<file path="src/cpu_load_bar_meter_defines.svh">
// assertion macros for the cpu load bar meter
// no dependencies
`ifndef CPU_LOAD_BAR_METER_DEFINES_SVH
`define CPU_LOAD_BAR_METER_DEFINES_SVH
`ifndef SYNTHESIS
`define CLB_ASSERT(label, clk, rst, prop, msg) \
  label: assert property (@(posedge clk) disable iff (rst) prop) else $error(msg);
`define CLB_ASSERT_NR(label, clk, prop, msg) \
  label: assert property (@(posedge clk) prop) else $error(msg);
`else
`define CLB_ASSERT(label, clk, rst, prop, msg)
`define CLB_ASSERT_NR(label, clk, prop, msg)
`endif
`endif

</file>
<file path="src/clbm_pkg.sv">
// shared types and constants of the cpu load bar meter
// no dependencies
package clbm_pkg;
  localparam int TASK_SLOTS_DEF  = 6;
  localparam int BAR_COLUMNS_DEF = 12;
  localparam int TICK_W = 32;
  localparam int PCT_W  = 7;
  localparam int ROW_W  = 12;
  localparam int NUM_INPUTS = 6;

  typedef struct packed {
    logic [31:0] total_ticks;
    logic [2:0]  task_count;
    logic [31:0] idle_ticks;
    logic [31:0] task1_ticks;
    logic [31:0] task2_ticks;
    logic [31:0] task3_ticks;
    logic [31:0] task4_ticks;
    logic [31:0] task5_ticks;
  } in_item_t;

  typedef struct packed {
    logic [11:0] row_0;
    logic [11:0] row_1;
    logic [11:0] row_2;
    logic [11:0] row_3;
    logic [11:0] row_4;
    logic [11:0] row_5;
    logic [11:0] row_6;
    logic [11:0] row_7;
    logic [6:0]  load_out;
    logic [31:0] samples_done;
  } out_item_t;

  typedef struct packed {
    logic start;
    logic enable;
  } lane_ctl_t;
endpackage

</file>
<file path="src/clbm_lane.sv">
// one percent lane: bit-serial restoring division of delta*100 by total delta
// depends on clbm_pkg
module clbm_lane (
  input  logic                          clk,
  input  clbm_pkg::lane_ctl_t           ctl,
  input  logic [clbm_pkg::TICK_W-1:0]   delta,
  input  logic [clbm_pkg::TICK_W-1:0]   divisor,
  output logic [clbm_pkg::PCT_W-1:0]    pct
);
  import clbm_pkg::*;
  localparam int NUM_W = TICK_W + 7;

  logic [NUM_W-1:0] num;
  logic [NUM_W-1:0] quo;
  logic [TICK_W:0]  rem;
  logic [TICK_W-1:0] dsr;
  logic [TICK_W:0]  trial;
  logic             fit;

  // numerator delta*100 = delta*64 + delta*32 + delta*4
  assign trial = {rem[TICK_W-1:0], num[NUM_W-1]};
  assign fit = trial >= {1'b0, dsr};

  always_ff @(posedge clk) begin
    if (ctl.start) begin
      num <= ({7'd0, delta} << 6) + ({7'd0, delta} << 5) + ({7'd0, delta} << 2);
      dsr <= divisor;
      rem <= '0;
      quo <= '0;
    end else if (ctl.enable) begin
      num <= {num[NUM_W-2:0], 1'b0};
      rem <= fit ? (trial - {1'b0, dsr}) : trial;
      quo <= {quo[NUM_W-2:0], fit};
    end
  end

  assign pct = (quo > NUM_W'(100)) ? PCT_W'(100) : quo[PCT_W-1:0];
endmodule

</file>
<file path="src/clbm_bar.sv">
// bar length from percent: ceil(pct*cols/100) clamped, as a low-bit mask
// depends on clbm_pkg
module clbm_bar #(
  parameter int BAR_COLUMNS = clbm_pkg::BAR_COLUMNS_DEF
) (
  input  logic [clbm_pkg::PCT_W-1:0] pct,
  output logic [clbm_pkg::ROW_W-1:0] row
);
  import clbm_pkg::*;
  localparam int PW = PCT_W + 7 + 1;
  logic [PW-1:0] prod;
  logic [PW-1:0] len;
  logic [63:0]   mask;

  always_comb begin
    prod = PW'(pct) * PW'(BAR_COLUMNS) + PW'(99);
    len = '0;
    // small quotient by repeated compare, BAR_COLUMNS steps over constants
    for (int k = 1; k <= BAR_COLUMNS; k++) begin
      if (prod >= PW'(100 * k)) len = PW'(k);
    end
    mask = '0;
    for (int k = 0; k < 64; k++) begin
      mask[k] = (PW'(k) < len);
    end
    row = mask[ROW_W-1:0];
  end
endmodule

</file>
<file path="src/cpu_load_bar_meter.sv">
// cpu load bar meter top level: deltas, six parallel division lanes, merge, frame
// depends on clbm_pkg, clbm_lane, clbm_bar and cpu_load_bar_meter_defines.svh
//
// From transfer in to result valid one sample goes through these steps: the
// deltas are formed, the bit-serial dividers load and take 39 steps (one quotient
// bit per cycle, all task lanes in parallel), then the merge and the output register.
// A new sample is taken once the previous result has been transferred out.
`include "cpu_load_bar_meter_defines.svh"
module cpu_load_bar_meter #(
  parameter int TASK_SLOTS  = clbm_pkg::TASK_SLOTS_DEF,
  parameter int BAR_COLUMNS = clbm_pkg::BAR_COLUMNS_DEF
) (
  input  logic                clk,
  input  logic                rst,
  input  logic                in_valid,
  output logic                in_ready,
  input  clbm_pkg::in_item_t  in_data,
  output logic                out_valid,
  input  logic                out_ready,
  output clbm_pkg::out_item_t out_data
);
  import clbm_pkg::*;
  localparam int STEPS = TICK_W + 7;
  localparam int CNT_W = $clog2(STEPS + 1);

  typedef enum logic [3:0] {
    S_IDLE  = 4'b0001,
    S_DIV   = 4'b0010,
    S_MERGE = 4'b0100,
    S_OUT   = 4'b1000
  } state_t;

  state_t state, state_next;
  logic [CNT_W-1:0] cnt;
  logic [TICK_W-1:0] prev_total;
  logic [TICK_W-1:0] prev_task_ticks [TASK_SLOTS];
  logic [PCT_W-1:0]  load_pct;
  logic [PCT_W-1:0]  task_pct [TASK_SLOTS];
  logic [TICK_W-1:0] sample_counter;
  logic [TICK_W-1:0] delta [NUM_INPUTS];
  logic [TICK_W-1:0] d_total;
  logic [2:0]        n_eff;
  logic [PCT_W-1:0]  lane_pct [NUM_INPUTS];
  logic [TICK_W-1:0] in_tick [NUM_INPUTS];
  logic [ROW_W-1:0]  bar_row [NUM_INPUTS];
  logic [PCT_W-1:0]  bar_pct [NUM_INPUTS];
  lane_ctl_t         lctl;
  logic              accept;

  assign in_ready = (state == S_IDLE);
  assign accept = in_valid && in_ready;
  assign in_tick[0] = in_data.idle_ticks;
  assign in_tick[1] = in_data.task1_ticks;
  assign in_tick[2] = in_data.task2_ticks;
  assign in_tick[3] = in_data.task3_ticks;
  assign in_tick[4] = in_data.task4_ticks;
  assign in_tick[5] = in_data.task5_ticks;

  always_comb begin
    state_next = state;
    unique case (state)
      S_IDLE:  if (accept) state_next = S_DIV;
      S_DIV:   if (cnt == CNT_W'(STEPS)) state_next = S_MERGE;
      S_MERGE: state_next = S_OUT;
      S_OUT:   if (out_valid && out_ready) state_next = S_IDLE;
      default: state_next = S_IDLE;
    endcase
  end

  assign lctl.start  = (state == S_DIV) && (cnt == '0);
  assign lctl.enable = (state == S_DIV) && (cnt != '0);

  always_ff @(posedge clk) begin
    if (rst) begin
      state <= S_IDLE;
      cnt <= '0;
      prev_total <= '0;
      load_pct <= '0;
      sample_counter <= '0;
      for (int i = 0; i < TASK_SLOTS; i++) begin
        prev_task_ticks[i] <= '0;
        task_pct[i] <= '0;
      end
    end else begin
      state <= state_next;
      if (accept) begin
        n_eff <= (in_data.task_count > 3'd6) ? 3'd6 : in_data.task_count;
        d_total <= in_data.total_ticks - prev_total;
        prev_total <= in_data.total_ticks;
        cnt <= '0;
        for (int i = 0; i < NUM_INPUTS; i++) begin
          delta[i] <= in_tick[i] - prev_task_ticks[i];
          if (3'(i) < in_data.task_count) prev_task_ticks[i] <= in_tick[i];
        end
      end
      if (state == S_DIV) cnt <= cnt + CNT_W'(1);
      if (state == S_MERGE && d_total != '0) begin
        if (n_eff != 3'd0) load_pct <= PCT_W'(100) - lane_pct[0];
        for (int i = 0; i < NUM_INPUTS; i++) begin
          if (3'(i) < n_eff) task_pct[i] <= lane_pct[i];
        end
        sample_counter <= sample_counter + TICK_W'(1);
      end
    end
  end

  for (genvar g = 0; g < NUM_INPUTS; g++) begin : g_lane
    clbm_lane u_lane (
      .clk(clk), .ctl(lctl),
      .delta(delta[g]), .divisor(d_total), .pct(lane_pct[g])
    );
    assign bar_pct[g] = (g == 0) ? load_pct : task_pct[g];
    clbm_bar #(.BAR_COLUMNS(BAR_COLUMNS)) u_bar (.pct(bar_pct[g]), .row(bar_row[g]));
  end

  // output register, cleared in the merge state and loaded in the out state together with valid
  always_ff @(posedge clk) begin
    if (state == S_MERGE) out_data <= '0;
    if (state == S_OUT && !out_valid) begin
      out_data.row_0 <= bar_row[0];
      out_data.row_1 <= bar_row[0];
      out_data.row_2 <= '0;
      out_data.row_3 <= bar_row[1];
      out_data.row_4 <= bar_row[2];
      out_data.row_5 <= bar_row[3];
      out_data.row_6 <= bar_row[4];
      out_data.row_7 <= bar_row[5];
      out_data.load_out <= load_pct;
      out_data.samples_done <= sample_counter;
    end
  end

  always_ff @(posedge clk) begin
    if (rst) out_valid <= 1'b0;
    else if (out_valid && out_ready) out_valid <= 1'b0;
    else if (state == S_OUT) out_valid <= 1'b1;
  end

  `CLB_ASSERT(a_no_accept_busy, clk, rst, (state != S_IDLE) |-> !in_ready, "busy but ready")
  `CLB_ASSERT(a_load_range, clk, rst, load_pct <= PCT_W'(100), "load above 100")
  `CLB_ASSERT(a_valid_in_out, clk, rst, out_valid |-> (state == S_OUT), "valid outside out state")
endmodule
</file>
<file path="config.mk">
export PLATFORM = sky130hd
export DESIGN_NAME = cpu_load_bar_meter
export DESIGN_NICKNAME = d
export VERILOG_FILES = /design/src/clbm_pkg.sv /design/src/clbm_lane.sv /design/src/clbm_bar.sv /design/src/cpu_load_bar_meter.sv
export VERILOG_INCLUDE_DIRS = /design/src /design/src/src
export SDC_FILE = /design/constraint.sdc
export NUM_CORES = 2
export LEC_CHECK = 0
export BUFFER_PORTS_ARGS = -buffer_cell sky130_fd_sc_hd__buf_2
export CAP_MARGIN = 20
export CORE_MARGIN = 8
export CORE_UTILIZATION = 68
export DETAILED_ROUTE_END_ITERATION = 12
export PLACE_DENSITY = 0.95
export SLEW_MARGIN = 10
export SYNTH_ARGS = -nofsm -noshare
export SYNTH_HDL_FRONTEND = slang
export SYNTH_SLANG_ARGS = --single-unit
</file>
<file path="constraint.sdc">
create_clock -name clk -period 17.88 [get_ports clk]
set_input_delay 3.576 -clock clk [delete_from_list [all_inputs] [get_ports clk]]
set_output_delay 3.576 -clock clk [all_outputs]
set_load 0.1 [all_outputs]
</file>
After elaboration in Yosys (flattened, before gate mapping)
Memories as Yosys holds them, arrays and structs flattened.
Index checks and enable logic that the tools add are counted.
Operators by class
  $add $sub $neg: 34
  multiply operators: 6
  $lt $le $gt $ge: 169
  equality and inequality tests: 8
  mux-type cells: 169
  bitwise gates (word level): 13
  reductions and logical operators: 18
Operator list (number)
  two-way mux 39 bit: 12
  greater-or-equal comparator 15 x 10 -> 1 bit, second input constant: 30
  subtractor 32 bit: 13
  two-way mux 32 bit: 12
  greater-or-equal comparator 15 x 9 -> 1 bit, second input constant: 18
  two-way mux 135 bit: 2
  adder 38 x 37 -> 39 bit: 6
  adder 39 x 34 -> 39 bit: 6
  > comparator 39 x 7 -> 1 bit, second input constant: 6
  greater-or-equal comparator 33 x 32 -> 1 bit: 6
  greater-or-equal comparator 15 x 11 -> 1 bit, second input constant: 12
  two-way mux 4 bit: 33
  < comparator 3 x 4 -> 1 bit, first input constant: 24
  < comparator 4 bit, first input constant: 24
  greater-or-equal comparator 15 x 7 -> 1 bit, second input constant: 6
  greater-or-equal comparator 15 x 8 -> 1 bit, second input constant: 6
  two-way mux 7 bit: 12
  adder 11 x 7 -> 12 bit, second input constant: 6
  two-way mux 3 bit: 24
  two-way mux 1 bit: 59
  multiplier 7 x 2 -> 9 bit, second input constant: 6
  < comparator 1 x 4 -> 1 bit, first input constant: 12
  < comparator 2 x 4 -> 1 bit, first input constant: 12
  adder 32 x 1 -> 32 bit, second input constant: 1
  other kinds (28): 69
Storage, ports and cells
  bits in registers: 932
  memory bits (writable): 426
  input port bits: 231
  logic and storage cells: 456
  memories: 3
Memories
  delta: words 6, width 32, rd ports 6, clocked after memory_dff 0, write ports 6, RTL line cpu_load_bar_meter.sv:40  | logic [TICK_W-1:0] delta [NUM_INPUTS];
  prev_task_ticks: words 6, width 32, rd ports 6, clocked after memory_dff 0, write ports 6, RTL line cpu_load_bar_meter.sv:36  | logic [TICK_W-1:0] prev_task_ticks [TASK_SLOTS];
  task_pct: words 6, width 7, rd ports 5, clocked after memory_dff 0, write ports 6, RTL line cpu_load_bar_meter.sv:38  | logic [PCT_W-1:0] task_pct [TASK_SLOTS];

Logic depth before layout (Yosys ltp)
An unclocked memory read counts as a cell.
  word-level depth: 18
  mapped depth: 16
  depth with buffers taken out: 16

By module
A second synthesis with hierarchy kept.
Second synthesis, totals
  cell total of the unflattened synthesis: 9980
  area, all modules: 98715.9 um^2
Modules (own cells, without submodules)
  cpu_load_bar_meter: instances 1, cells each 3259, area an instance 35104.9 um^2
  clbm_lane at g_lane[3].u_lane ...: instances 3, cells each 1042, area an instance 9927.0 um^2
  clbm_lane at g_lane[1].u_lane ...: instances 2, cells each 967, area an instance 9501.6 um^2
  clbm_lane at g_lane[0].u_lane: instances 1, cells each 971, area an instance 9451.6 um^2
  clbm_bar: instances 6, cells each 115, area an instance 895.9 um^2

Worst setup path before layout
No wires, ideal clock.
  path kind: register to register
  from: register state[3]
  to: memory prev_task_ticks[3][22] (data pin)
  data arrival time: 11.593 ns
  path slack: 6.108 ns
  stages on the path, launching flop included: 6
  buffers on the path: 1
  period minus slack after synthesis: 11.772 ns
  path through: dfxtp_1 > nor4b_1 > nand2_1 > nor2_1 > clkbuf_1 > and3_1
RTL lines
  start, declared: RTL line cpu_load_bar_meter.sv:33  | state_t state, state_next;
  start signal, assigned: RTL line cpu_load_bar_meter.sv:85  | state <= state_next;
  end, declared: RTL line cpu_load_bar_meter.sv:36

==> impl_metrics.py <==
metrics = {
    "grt": {
        "antenna_found_initial": 30,
        "grt_max_degree": 230,
        "grt-ovfl-total": 0,
        "grt_pass1_wl_um": 353900,
        "grt_pass1_vias": 71740,
        "track_usage_pct": 30.07,
    },
    "place": {
        "io_buffers": 355,
        "dp_hpwl_um": 149400,
        "place.gp.congestion": 0.9403,
        "postPlaceCellArea_sq_mm": 0.08959,
        "place_worst_setup_slack_ns": 10.61,
        "dp.cells": 11000,
    },
    "floorplan": {
        "io_pins": 368,
        "start_util_pct": 68.17,
        "die_area_sq_mm": 0.1390,
        "die_x_um": 372.8,
        "row_count": 131,
        "coreArea_sq_mm": 0.1270,
        "dieHeight_um": 372.8,
    },
    "cells_and_area": {
        "layout-drive-gt1-share_pct": 7.617,
        "post_layout_nonfiller_instances": 11280,
        "final_area_sq_mm": 0.09438,
        "final_common_cell": "nand2_1",
        "layout_common_cells": "nand2_1, edfxtp_1, o21ai_0",
        "nNetsFinal": 10620,
        "nFillCells": 8037,
        "area_delta_synth_final_pct": 9.001,
    },
    "synthesis": {
        "synth_area_sq_mm": 0.08659,
        "ys_ff_latch": 1327,
        "synth_ff_type": "edfxtp_1",
        "synth.distinct_cells": 111,
        "synthCells": 9251,
        "async_flop_share_pct": 0,
        "synth_warnings": 0,
        "synth_edf_count": 819,
        "syn_avg_cell_area_sq_um": 9.360,
        "yosysSeqAreaShare_pct": 40.15,
    },
    "clock_network": {
        "clk_pin_slew_worst_paths_ns": 0.06,
        "clockBufferDepth": 3,
        "cts_root_buffer": "clkbuf_16",
        "cts_buffers": 144,
        "cts_tree": "yes",
        "cts.sinks": 1327,
        "clock_latency_ns": 0.81,
        "htreeDepth": 4,
        "post_cts_buffers": 0,
        "hold_buffers": 0,
        "cts-resized-gates": 0,
    },
    "detailed_routing": {
        "m1WireLength_um": 84150,
        "wl_per_cell_um": 19.37,
        "drtAntennaViolNets": 0,
        "drtPass1Iterations": 7,
        "dr_wl_met3_um": 18560,
        "highest_layer": "met5",
        "drt-total-wl_um": 218500,
        "drt_iter0_drc": 6920,
        "drc_errors": 0,
        "route.met2.wl_um": 104500,
        "vias": 72230,
        "viasPerCell": 6.401,
    },
    "setup_path": {
        "worst-r2r-cell-count": 15,
        "critPathMaxFanout": 3,
        "reg2reg_from": "g_lane[4].u_lane.dsr[1]$_DFFE_PP_",
        "startpoint_type": "input pin",
        "cp_data_arrival_time_ns": 7.18,
        "startpoint": "in_data[128]",
        "worstPathRequired_ns": 18.42,
        "path_class": "input pin to flop",
        "reg2reg_slack_ns": 12.42,
        "cp-end-kind": "flop",
        "r2r_end": "g_lane[4].u_lane.rem[11]$_SDFFE_PP0P_",
    },
    "timing": {
        "hold_violations": 0,
        "worst_pin_slew_ns": 1.117,
        "setup_viol": 0,
        "rsz0062_at_grt": "no",
        "whs_ns": 0.4440,
        "fin_ws_ns": 11.24,
        "tns_ns": 0,
        "skew_ns": 0.02927,
        "slew-limit-headroom_pct": 25.56,
        "fin_crit_sh_pct": 37.12,
        "maxSlewViolCount": 0,
        "fmaxAchievable_mhz": 150.7,
        "period_needed_ns": 6.636,
    },
    "worst_hold_path": {
        "hold_path_depth": 0,
        "worstHoldPathType": "flop to flop",
        "worstHoldStart": "d_total[8]$_DFFE_PP_",
        "holdPathEnd": "g_lane[4].u_lane.dsr[8]$_DFFE_PP_",
    },
    "pwr": {
        "p_leak_nw": 39.23,
        "ir_drop_mv": 0.1130,
        "powerDensity_mw_per_mm2": 92.44,
    },
    "status": {
        "run_status": "finished, final reports clean",
    },
    "run": {
        "drv_cap": 0,
    },
}
==> cell families (layout without fill, tap and decap cells) <==
kind of cell	Yosys count	after routing	synth area share, %
XOR/XNOR	570	570	5.806
multiplexers	54	54	0.6286
adder cells (fa/ha/maj)	906	906	14.76
flip-flops	1327	1327	40.15
AO/OA/AOI/OAI	2556	2556	18.54
buffers and inverters	843	1178	3.841
other	1	37	0.004331
AND/OR/NAND/NOR	2994	2994	16.27
==> worst max-delay path by stage <==
| stage | end | slack, ns | depth (start not counted) |
|---|---|---|---|
| 6_report | delta[1][28]$_DFFE_PP_ | 11.24 | 15 |
| 5_1_grt | delta[1][28]$_DFFE_PP_ | 11.03 | 15 |
| 4_1_cts | delta[1][28]$_DFFE_PP_ | 11.37 | 15 |
| 3_5_place_dp | delta[1][28]$_DFFE_PP_ | 10.61 | 15 |
| 3_3_place_gp | delta[4][30]$_DFFE_PP_ | 10.75 | 15 |
| 2_1_floorplan | prev_task_ticks[3][22]$_SDFFCE_PN0P_ | 6.11 | 5 |
==> through the flow <==
step                      utilization (%)  power [mW]
final                               74.30       8.725
after detailed placement            70.52       5.672
after global placement              70.52       5.543
after global routing                74.28       9.095
after CTS                           74.24       8.699
after floorplan                         -       5.201
==> worst max-delay path: stages <==
cell and delay, ns:
buf_2 0.08, inv_1 0.04, ha_1 0.21, fa_1 0.40
nor2b_1 0.25, o31ai_1 0.14, a211oi_1 0.51, o211ai_1 0.28
o31ai_1 0.50, a21oi_1 0.23, a211oi_1 0.44, nand3_1 0.16
nand2_1 0.10, a21oi_1 0.09, xnor2_1 0.14
==> sequential cells by signal (all words and copies together), names as in the netlist <==
| signal | count |
|---|---|
| g_lane.u_lane.num | 222 |
| g_lane.u_lane.dsr | 32 |
| out_valid | 1 |
| out_data | 111 |
| load_pct | 7 |
| g_lane.u_lane.quo | 234 |
| g_lane.u_lane.rem | 192 |
| task_pct | 35 |
| delta | 192 |
| cnt | 6 |
| n_eff | 3 |
| state | 4 |
| sample_counter | 32 |
| prev_total | 32 |
| d_total | 32 |
| prev_task_ticks | 192 |
==> per-layer routing <==
layer / vias up / global-route usage (%)
met5: - / 0
met4: 12 / 15.29
met3: 851 / 6.661
met2: 3374 / 50.91
met1: 34230 / 36.11
li1: 33760 / -
==> cell type report <==
| type | instances | area (sq um) | area share [%] |
|---|---|---|---|
| Antenna cell | 25 | 62.56 | 0.06628 |
| Clock buffer | 184 | 3866 | 4.096 |
| Clock inverter | 78 | 848.3 | 0.8988 |
| Inverter | 513 | 1934 | 2.049 |
| Multi-Input combinational cell | 7092 | 48660 | 51.55 |
| Sequential cell | 1327 | 34760 | 36.83 |
| Tap cell | 1662 | 2079 | 2.203 |
| Timing Repair Buffer | 403 | 2173 | 2.303 |
==> power breakdown <==
| group | switching, mW | internal, mW |
|---|---|---|
| Sequential | 0.0962 | 3.40 |
| Combinational | 1.31 | 0.910 |
| Clock | 1.30 | 1.71 |
==> cell usage after synthesis, drive strengths merged, types with 28 or more instances <==
cell type     n  area [sq um]
nand3       194         970.9
o21bai       65         488.0
a21o        253          1904
o21a        117         878.3
inv         513          1926
edfxtp      819         24590
nand2b      130         815.8
buf          62         382.9
nor2b       100         625.6
a31oi        67         425.4
o21ai       823          4130
and2        227          1421
nand4        91         569.3
xnor2       343          3012
fa          193          3864
ha          713          8921
o211ai       43         322.8
nor4         83         519.3
clkbuf      268          1017
nand2      1262          4737
dfxtp       508         10170
xor2        225          1971
and3        110         691.9
or2          28         175.2
nor2        501          1883
o311ai       46         402.9
a32oi        28         245.2
mux2i        51         510.5
or3          52         330.3
a211oi       73         573.1
a21oi       661          3327
nor3        135         680.7
o31ai        86         660.6
Note: power is estimated with default switching activity, not from simulation.
